==> config.mk <==
export PLATFORM = sky130hd
export DESIGN_NAME = sha256_stream_hasher
export DESIGN_NICKNAME = d
export VERILOG_FILES = /design/src/hdl/shs_pkg.sv /design/src/hdl/shs_ram.sv /design/src/hdl/shs_compress.sv /design/src/hdl/sha256_stream_hasher.sv
export SDC_FILE = /design/constraint.sdc
export NUM_CORES = 2
export LEC_CHECK = 0
export BUFFER_PORTS_ARGS = -buffer_cell sky130_fd_sc_hd__buf_2
export CORE_MARGIN = 10
export CORE_UTILIZATION = 60
export CTS_CLUSTER_DIAMETER = 40
export DETAILED_ROUTE_END_ITERATION = 16
export GPL_ROUTABILITY_DRIVEN = 1
export GPL_TIMING_DRIVEN = 1
export PLACE_DENSITY_LB_ADDON = 0.2
export SYNTH_ARGS = -nofsm -noshare
export SYNTH_HDL_FRONTEND = slang
export SYNTH_SLANG_ARGS = --single-unit
==> constraint.sdc <==
create_clock -name clk_i -period 26.9 [get_ports clk_i]
set_input_delay 1.345 -clock clk_i [delete_from_list [all_inputs] [get_ports clk_i]]
set_output_delay 1.345 -clock clk_i [all_outputs]
set_load 0.02 [all_outputs]
==> src/hdl/shs_pkg.sv <==
`timescale 1ns / 1ps
// ----------------------------------------------------------------------------
// shs_pkg
// Shared types, round constants and sigma functions of the SHA-256 hasher.
// ----------------------------------------------------------------------------
package shs_pkg;

  // index 0 is H0 / working variable a
  typedef logic [7:0][31:0] hash_t;

  localparam int unsigned BlockWords = 16;
  localparam int unsigned Rounds     = 64;
  localparam logic [3:0]  LenHiWord  = 4'd14;
  localparam logic [3:0]  LenLoWord  = 4'd15;
  localparam logic [7:0]  PadMark    = 8'h80;

  localparam hash_t H_INIT = {
    32'h5be0cd19, 32'h1f83d9ab, 32'h9b05688c, 32'h510e527f,
    32'ha54ff53a, 32'h3c6ef372, 32'hbb67ae85, 32'h6a09e667
  };

  localparam logic [31:0] ROUND_K [Rounds] = '{
    32'h428a2f98, 32'h71374491, 32'hb5c0fbcf, 32'he9b5dba5,
    32'h3956c25b, 32'h59f111f1, 32'h923f82a4, 32'hab1c5ed5,
    32'hd807aa98, 32'h12835b01, 32'h243185be, 32'h550c7dc3,
    32'h72be5d74, 32'h80deb1fe, 32'h9bdc06a7, 32'hc19bf174,
    32'he49b69c1, 32'hefbe4786, 32'h0fc19dc6, 32'h240ca1cc,
    32'h2de92c6f, 32'h4a7484aa, 32'h5cb0a9dc, 32'h76f988da,
    32'h983e5152, 32'ha831c66d, 32'hb00327c8, 32'hbf597fc7,
    32'hc6e00bf3, 32'hd5a79147, 32'h06ca6351, 32'h14292967,
    32'h27b70a85, 32'h2e1b2138, 32'h4d2c6dfc, 32'h53380d13,
    32'h650a7354, 32'h766a0abb, 32'h81c2c92e, 32'h92722c85,
    32'ha2bfe8a1, 32'ha81a664b, 32'hc24b8b70, 32'hc76c51a3,
    32'hd192e819, 32'hd6990624, 32'hf40e3585, 32'h106aa070,
    32'h19a4c116, 32'h1e376c08, 32'h2748774c, 32'h34b0bcb5,
    32'h391c0cb3, 32'h4ed8aa4a, 32'h5b9cca4f, 32'h682e6ff3,
    32'h748f82ee, 32'h78a5636f, 32'h84c87814, 32'h8cc70208,
    32'h90befffa, 32'ha4506ceb, 32'hbef9a3f7, 32'hc67178f2
  };

  function automatic logic [31:0] big_sig0(input logic [31:0] x);
    return {x[1:0], x[31:2]} ^ {x[12:0], x[31:13]} ^ {x[21:0], x[31:22]};
  endfunction

  function automatic logic [31:0] big_sig1(input logic [31:0] x);
    return {x[5:0], x[31:6]} ^ {x[10:0], x[31:11]} ^ {x[24:0], x[31:25]};
  endfunction

  function automatic logic [31:0] small_sig0(input logic [31:0] x);
    return {x[6:0], x[31:7]} ^ {x[17:0], x[31:18]} ^ {3'b000, x[31:3]};
  endfunction

  function automatic logic [31:0] small_sig1(input logic [31:0] x);
    return {x[16:0], x[31:17]} ^ {x[18:0], x[31:19]} ^ {10'd0, x[31:10]};
  endfunction

endpackage

==> src/hdl/shs_ram.sv <==
`timescale 1ns / 1ps
// ----------------------------------------------------------------------------
// shs_ram
// Generic single-write, single-read RAM with registered read data.
// ----------------------------------------------------------------------------
module shs_ram #(
  parameter int unsigned Width = 32,
  parameter int unsigned Depth = 16
) (
  input  logic                     clk_i,
  input  logic                     we_i,
  input  logic [$clog2(Depth)-1:0] waddr_i,
  input  logic [Width-1:0]         wdata_i,
  input  logic [$clog2(Depth)-1:0] raddr_i,
  output logic [Width-1:0]         rdata_o
);

  logic [Width-1:0] mem_q [Depth];

  always_ff @(posedge clk_i) begin
    if (we_i) begin
      mem_q[waddr_i] <= wdata_i;
    end
    rdata_o <= mem_q[raddr_i];
  end

endmodule

==> src/hdl/shs_compress.sv <==
`timescale 1ns / 1ps
// ----------------------------------------------------------------------------
// shs_compress
// One SHA-256 round per cycle. Message words 0..15 stream from the block
// RAM, later words come from a 16-word schedule window.
// ----------------------------------------------------------------------------
module shs_compress (
  input  logic             clk_i,
  input  logic             rst_ni,
  input  logic             start_i,
  input  shs_pkg::hash_t   h_i,
  input  logic [31:0]      rd_data_i,
  output logic [3:0]       rd_addr_o,
  output logic             done_o,
  output shs_pkg::hash_t   vars_o
);
  import shs_pkg::*;

  logic             run_q, done_q;
  logic [5:0]       r_q;
  hash_t            v_q, v_d;
  logic [15:0][31:0] win_q;
  logic [31:0]      w_sched, w_t, t1, t2, ch, maj;

  assign rd_addr_o = start_i ? 4'd0 : r_q[3:0] + 4'd1;
  assign w_sched   = small_sig1(win_q[14]) + win_q[9] + small_sig0(win_q[1]) + win_q[0];
  assign w_t       = (r_q[5:4] == 2'b00) ? rd_data_i : w_sched;

  always_comb begin
    ch  = (v_q[4] & v_q[5]) ^ (~v_q[4] & v_q[6]);
    maj = (v_q[0] & v_q[1]) ^ (v_q[0] & v_q[2]) ^ (v_q[1] & v_q[2]);
    t1  = v_q[7] + big_sig1(v_q[4]) + ch + ROUND_K[r_q] + w_t;
    t2  = big_sig0(v_q[0]) + maj;
    v_d = {v_q[6], v_q[5], v_q[4], v_q[3] + t1, v_q[2], v_q[1], v_q[0], t1 + t2};
  end

  always_ff @(posedge clk_i or negedge rst_ni) begin
    if (!rst_ni) begin
      run_q  <= 1'b0;
      done_q <= 1'b0;
      r_q    <= '0;
    end else begin
      done_q <= 1'b0;
      if (start_i) begin
        run_q <= 1'b1;
        r_q   <= '0;
      end else if (run_q) begin
        r_q <= r_q + 6'd1;
        if (r_q == 6'(Rounds - 1)) begin
          run_q  <= 1'b0;
          done_q <= 1'b1;
        end
      end
    end
  end

  always_ff @(posedge clk_i) begin
    if (start_i) begin
      v_q <= h_i;
    end else if (run_q) begin
      v_q   <= v_d;
      win_q <= {w_t, win_q[15:1]};
    end
  end

  assign done_o = done_q;
  assign vars_o = v_q;

`ifndef SYNTHESIS
  a_no_start_while_run: assert property (@(posedge clk_i) disable iff (!rst_ni)
    start_i |-> !run_q) else $error("compression restarted while running");
  a_done_after_run: assert property (@(posedge clk_i) disable iff (!rst_ni)
    done_q |-> !run_q) else $error("done while still running");
  a_done_pulse: assert property (@(posedge clk_i) disable iff (!rst_ni)
    done_q |=> !done_q) else $error("done longer than one cycle");
`endif

endmodule

==> src/hdl/sha256_stream_hasher.sv <==
`timescale 1ns / 1ps
// ----------------------------------------------------------------------------
// sha256_stream_hasher
// Byte-stream SHA-256: block RAM, round unit and padding/output sequencer.
// ----------------------------------------------------------------------------
// A byte beat is packed into 32-bit words in a 16-word block RAM. Every 64th
// byte starts a compression: a start state primes the RAM read, the rounds
// run and the result is folded into the hash; no beat is taken meanwhile. A
// beat with tlast writes the padding one word per cycle up to word 15, runs
// one or two compressions, then presents the eight digest words, one per
// output beat, H0 first.
module sha256_stream_hasher (
  input  logic        clk_i,
  input  logic        rst_ni,
  input  logic        s_axis_tvalid_i,
  output logic        s_axis_tready_o,
  input  logic [7:0]  s_axis_tdata_i,   // [7:0] msg_byte
  input  logic        s_axis_tuser_i,   // byte_valid
  input  logic        s_axis_tlast_i,   // end_of_message
  output logic        m_axis_tvalid_o,
  input  logic        m_axis_tready_i,
  output logic [39:0] m_axis_tdata_o,   // [31:0] digest_word, [34:32] word_index
  output logic        m_axis_tlast_o    // last_word
);
  import shs_pkg::*;

  typedef enum logic [2:0] {ST_IN, ST_PAD, ST_START, ST_WAIT, ST_OUT} state_e;
  typedef enum logic [1:0] {AF_IN, AF_PAD1, AF_PAD2, AF_OUT} after_e;

  state_e      state_q;
  after_e      after_q;
  hash_t       h_q, vars;
  logic [5:0]  fill_q, fill_nxt;
  logic [31:0] word_q, word_nxt, pad_word;
  logic [63:0] bits_q;
  logic [3:0]  pad_idx_q, rd_addr;
  logic        pad_first_q, len_blk_q;
  logic [2:0]  out_idx_q;
  logic        out_valid_q, comp_done;
  logic        in_acc, ram_we;
  logic [3:0]  ram_waddr;
  logic [31:0] ram_wdata, ram_rdata;

  assign s_axis_tready_o = (state_q == ST_IN);
  assign in_acc          = s_axis_tvalid_i && s_axis_tready_o;
  assign word_nxt        = {word_q[23:0], s_axis_tdata_i};
  assign fill_nxt        = fill_q + 6'd1;

  always_comb begin
    case (fill_q[1:0])
      2'd0:    pad_word = {PadMark, 24'd0};
      2'd1:    pad_word = {word_q[7:0], PadMark, 16'd0};
      2'd2:    pad_word = {word_q[15:0], PadMark, 8'd0};
      default: pad_word = {word_q[23:0], PadMark};
    endcase
  end

  always_comb begin
    ram_we    = 1'b0;
    ram_waddr = pad_idx_q;
    ram_wdata = '0;
    if (state_q == ST_PAD) begin
      ram_we = 1'b1;
      if (pad_first_q) begin
        ram_wdata = pad_word;
      end else if (len_blk_q && pad_idx_q == LenHiWord) begin
        ram_wdata = bits_q[63:32];
      end else if (len_blk_q && pad_idx_q == LenLoWord) begin
        ram_wdata = bits_q[31:0];
      end
    end else if (in_acc && s_axis_tuser_i && fill_q[1:0] == 2'd3) begin
      ram_we    = 1'b1;
      ram_waddr = fill_q[5:2];
      ram_wdata = word_nxt;
    end
  end

  shs_ram #(.Width(32), .Depth(BlockWords)) u_block_ram (
    .clk_i   (clk_i),
    .we_i    (ram_we),
    .waddr_i (ram_waddr),
    .wdata_i (ram_wdata),
    .raddr_i (rd_addr),
    .rdata_o (ram_rdata)
  );

  shs_compress u_compress (
    .clk_i     (clk_i),
    .rst_ni    (rst_ni),
    .start_i   (state_q == ST_START),
    .h_i       (h_q),
    .rd_data_i (ram_rdata),
    .rd_addr_o (rd_addr),
    .done_o    (comp_done),
    .vars_o    (vars)
  );

  always_ff @(posedge clk_i or negedge rst_ni) begin
    if (!rst_ni) begin
      state_q     <= ST_IN;
      after_q     <= AF_IN;
      h_q         <= H_INIT;
      fill_q      <= '0;
      bits_q      <= '0;
      pad_idx_q   <= '0;
      pad_first_q <= 1'b0;
      len_blk_q   <= 1'b0;
      out_idx_q   <= '0;
      out_valid_q <= 1'b0;
    end else begin
      case (state_q)
        ST_IN: begin
          if (in_acc) begin
            if (s_axis_tuser_i) begin
              fill_q <= fill_nxt;
              bits_q <= bits_q + 64'd8;
            end
            if (s_axis_tuser_i && fill_q == 6'd63) begin
              state_q <= ST_START;
              after_q <= s_axis_tlast_i ? AF_PAD1 : AF_IN;
            end else if (s_axis_tlast_i) begin
              state_q     <= ST_PAD;
              pad_first_q <= 1'b1;
              if (s_axis_tuser_i) begin
                pad_idx_q <= fill_nxt[5:2];
                len_blk_q <= fill_nxt[5:2] < LenHiWord;
              end else begin
                pad_idx_q <= fill_q[5:2];
                len_blk_q <= fill_q[5:2] < LenHiWord;
              end
            end
          end
        end
        ST_PAD: begin
          pad_first_q <= 1'b0;
          pad_idx_q   <= pad_idx_q + 4'd1;
          if (pad_idx_q == LenLoWord) begin
            state_q <= ST_START;
            after_q <= len_blk_q ? AF_OUT : AF_PAD2;
          end
        end
        ST_START: state_q <= ST_WAIT;
        ST_WAIT: begin
          if (comp_done) begin
            for (int i = 0; i < 8; i++) begin
              h_q[i] <= h_q[i] + vars[i];
            end
            case (after_q)
              AF_IN:   state_q <= ST_IN;
              AF_PAD1: begin
                state_q     <= ST_PAD;
                pad_idx_q   <= '0;
                pad_first_q <= 1'b1;
                len_blk_q   <= 1'b1;
              end
              AF_PAD2: begin
                state_q     <= ST_PAD;
                pad_idx_q   <= '0;
                pad_first_q <= 1'b0;
                len_blk_q   <= 1'b1;
              end
              default: begin
                state_q     <= ST_OUT;
                out_idx_q   <= '0;
                out_valid_q <= 1'b1;
              end
            endcase
          end
        end
        ST_OUT: begin
          if (out_valid_q && m_axis_tready_i) begin
            out_idx_q <= out_idx_q + 3'd1;
            if (out_idx_q == 3'd7) begin
              // restart for the next message
              out_valid_q <= 1'b0;
              state_q     <= ST_IN;
              h_q         <= H_INIT;
              fill_q      <= '0;
              bits_q      <= '0;
            end
          end
        end
        default: state_q <= ST_IN;
      endcase
    end
  end

  always_ff @(posedge clk_i) begin
    if (in_acc && s_axis_tuser_i) begin
      word_q <= word_nxt;
    end
  end

  assign m_axis_tvalid_o = out_valid_q;
  assign m_axis_tdata_o  = {5'd0, out_idx_q, h_q[out_idx_q]};
  assign m_axis_tlast_o  = (out_idx_q == 3'd7);

`ifndef SYNTHESIS
  a_out_only_in_out: assert property (@(posedge clk_i) disable iff (!rst_ni)
    out_valid_q |-> state_q == ST_OUT) else $error("digest beat outside output phase");
  a_no_in_while_out: assert property (@(posedge clk_i) disable iff (!rst_ni)
    s_axis_tready_o |-> !out_valid_q) else $error("input ready while digest pending");
  a_done_in_wait: assert property (@(posedge clk_i) disable iff (!rst_ni)
    comp_done |-> state_q == ST_WAIT) else $error("compression done outside wait");
`endif

endmodule

==> flow_summary.yaml <==
status:
  run_status: "complete, but fails checks"
  failed_checks: "max-capacitance violations"
clock_tree:
  ctsHtreeMaxLevel: 4
  cts_setup_buffers: 0
  cts_buffers: 234
  clk_path_buf_depth: 3
  clock-sinks: 1682
  cts_resized: 0
  ctsHoldBuffers: 0
  clk_pin_slew_ps: 60
  root_buffer: "clkbuf_16"
  clk_latency_ps: 870
  cts_tree: "done"
global_routing:
  grt_pass1_vias: 63500
  antenna_found_initial: 8
  grt_util_all_layers: 0.327
  grt_start_max_net_pins: 216
  overflow: 0
  grt_pass1_wl_um: 419000
sta:
  hold_viol: 0
  final-max-slew-violation-count: 0
  skew_ps: 33.6
  min_period_over_period: 0.423
  maxSlewHeadroom: 0.00333
  tightestPinTransition_ps: 1490
  setup_violations: 0
  rsz0062_at_grt: "false"
  finalSetupTns_ps: 0
  fmax_ghz: 0.0879
  timing.final.crit_period_ps: 11370
layout:
  n_fill_cell: 11600
  regArea_um2: 48600
  syn2layout_area_growth_pct: 11.0
  layout-drive-gt1-share: 0.122
  multi_input_area_um2: 41500
  stdcell_count: 10500
  design_area_um2: 103000
  nets: 8864
die:
  ioPinCount: 57
  core_um2: 154000
  die_area_um2: 171000
  die-width_um: 414
  rows: 144
  die_h_um: 414
  start_util: 0.604
synthesis:
  synth-edff-count: 1304
  synthTopCellsByCount: "edfxtp_1 (1304), nand2_1 (945), a21oi_1 (600), o21ai_0 (567), nor2_1 (476)"
  synth_area_um2: 93100
  synth-seq-area-share: 0.522
  ys_ff_latch: 1682
  syn_inst: 8266
  synth_top_cell_area_share: 0.421
  async_flop_share: 0.206
  avgSynthCellArea_um2: 11.3
  yosysMostFrequentCell: "edfxtp_1"
  synth_flop_cell: "edfxtp_1"
  yosysTopAreaCell: "edfxtp_1"
  yosysWarnings: 0
  synth_cell_type_count: 95
  synth.area.top_cells: "edfxtp_1 (42%), dfrtp_1 (5.6%), ha_1 (5.5%)"
critical_path:
  reg2regPathDepth: 35
  crit_slowest_cell: "ha_4"
  slowest_delay_ps: 960
  worst_ep_required_time_ps: 27480
  worst_setup_path_end_kind: "register"
  cpMostUsedCell: "a21oi_1"
  critical_path_arrival_ps: 11950
  cp-start-kind: "register"
  rr_startpoint: "u_compress.r_q[0]"
  crit_type: "reg2reg"
  cp_max_fo: 80
  r2r_slack_ps: 15530
  reg2reg_to: "u_compress.vars_o[159]"
job:
  maxCapViolCount: 1
drt:
  drt-met1-wl_um: 124000
  num_vias: 67200
  top_layer_used: "met5"
  viasPerCell: 6.40
  wl_met3_um: 30600
  wl_met2_um: 120000
  drt-wirelength-per-cell_um: 26.9
  drc: 0
  drtIter0Drc: 9190
  ant_nets: 0
  drt-total-wl_um: 282000
  drt_pass1_iterations: 9
worst_hold_path:
  whs_path_depth: 0
  hold_start: "u_compress.win_q[480]"
  hold_end: "u_compress.win_q[448]"
  min_path_type: "reg2reg"
placement:
  numPortBuffers: 51
  place.gp.congestion: 1.01
  dp_hpwl_um: 195000
  place_inst: 10100
  dpl_cell_area_um2: 95400
## layer usage
layer  GRT usage  up-vias
met5           0        -
met4      0.0875        8
met3      0.0817      435
met2       0.465     3222
met1       0.497    33500
li1            -    30000
## kinds of logic after synthesis
family	Yosys count	synth area share
and+or+nand+nor	2144	0.103
buffers and inverters	841	0.0342
DFF	1682	0.522
AOI/OAI and AO/OA	1992	0.133
other	1	0.0000403
adders and majority gates	625	0.0992
xor gates and xnor gates	631	0.0594
muxes	350	0.0492
## worst max-delay path: cells and delay by family (launching register included)
| kind | cells | cell delay [ps] |
|---|---|---|
| and+or+nand+nor | 5 | 1350 |
| adders and majority gates | 7 | 3480 |
| xor gates and xnor gates | 3 | 620 |
| AOI/OAI and AO/OA | 17 | 4410 |
| DFF | 1 | 840 |
| buffers and inverters | 3 | 320 |
## flip-flops by register name, indices dropped and copies added (netlist names), 2 cells and up
| name | flops |
|---|---|
| u_block_ram.mem_q | 512 |
| u_compress.win_q | 512 |
| h_q | 256 |
| u_compress.vars_o | 256 |
| bits_q | 61 |
| u_block_ram.rdata_o | 32 |
| word_q | 24 |
| fill_q | 6 |
| u_compress.r_q | 6 |
| pad_idx_q | 4 |
| out_idx_q | 3 |
| state_q | 3 |
| after_q | 2 |
## how the worst max path moves through the flow
stage	startpoint	end	slack (ps)	depth (start not counted)
after detailed placement	u_compress.win_q[468]	u_compress.vars_o[31]	15780	40
final	u_compress.r_q[0]	u_compress.vars_o[159]	15530	35
after global routing	u_compress.r_q[0]	u_compress.vars_o[159]	14850	35
after global placement	u_compress.r_q[0]	u_compress.vars_o[159]	15870	35
after CTS	u_compress.win_q[468]	u_compress.vars_o[31]	15750	40
after floorplan	state_q[0]	u_compress.win_q[0]	13210	5
## through the flow
step | utilization | hold slack, ps | worst slack (ps)
2_1_floorplan | - | 400 | 13210
3_3_place_gp | 0.618 | 400 | 15870
3_5_place_dp | 0.618 | 405 | 15780
4_1_cts | 0.670 | 407 | 15750
5_1_grt | 0.670 | 401 | 14850
6_report | 0.670 | 406 | 15530
## layout by cell type (no fill, tap or decap), drive strengths merged, types with 32 or more instances in the layout
cell       n
edfxtp  1304
nand2    945
a21oi    601
o21ai    568
inv      484
nor2     477
ha       412
xnor2    411
clkbuf   271
xor2     220
dfrtp    210
fa       195
a21o     184
nand3    177
mux2     162
buf      154
dfstp    136
nor3     130
mux2i    118
a211oi    95
and3      90
mux4      70
nand2b    65
a31oi     62
clkinv    62
o21bai    57
nor2b     53
o22ai     48
o21a      47
nand4     45
a221oi    44
or3       40
dfxtp     32
## area by class of cell
class,count,share of cell area
sequential,1682,0.471
multi-input combinational,5747,0.402
clock buffer,271,0.0600
tap,2044,0.0248
clock inverter,168,0.0166
inverter,424,0.0154
timing repair buffer,154,0.0105
antenna,4,0.0000969
Power is not shown: default switching activity piles up to over one toggle a cycle in this logic, so the estimate is an artifact.
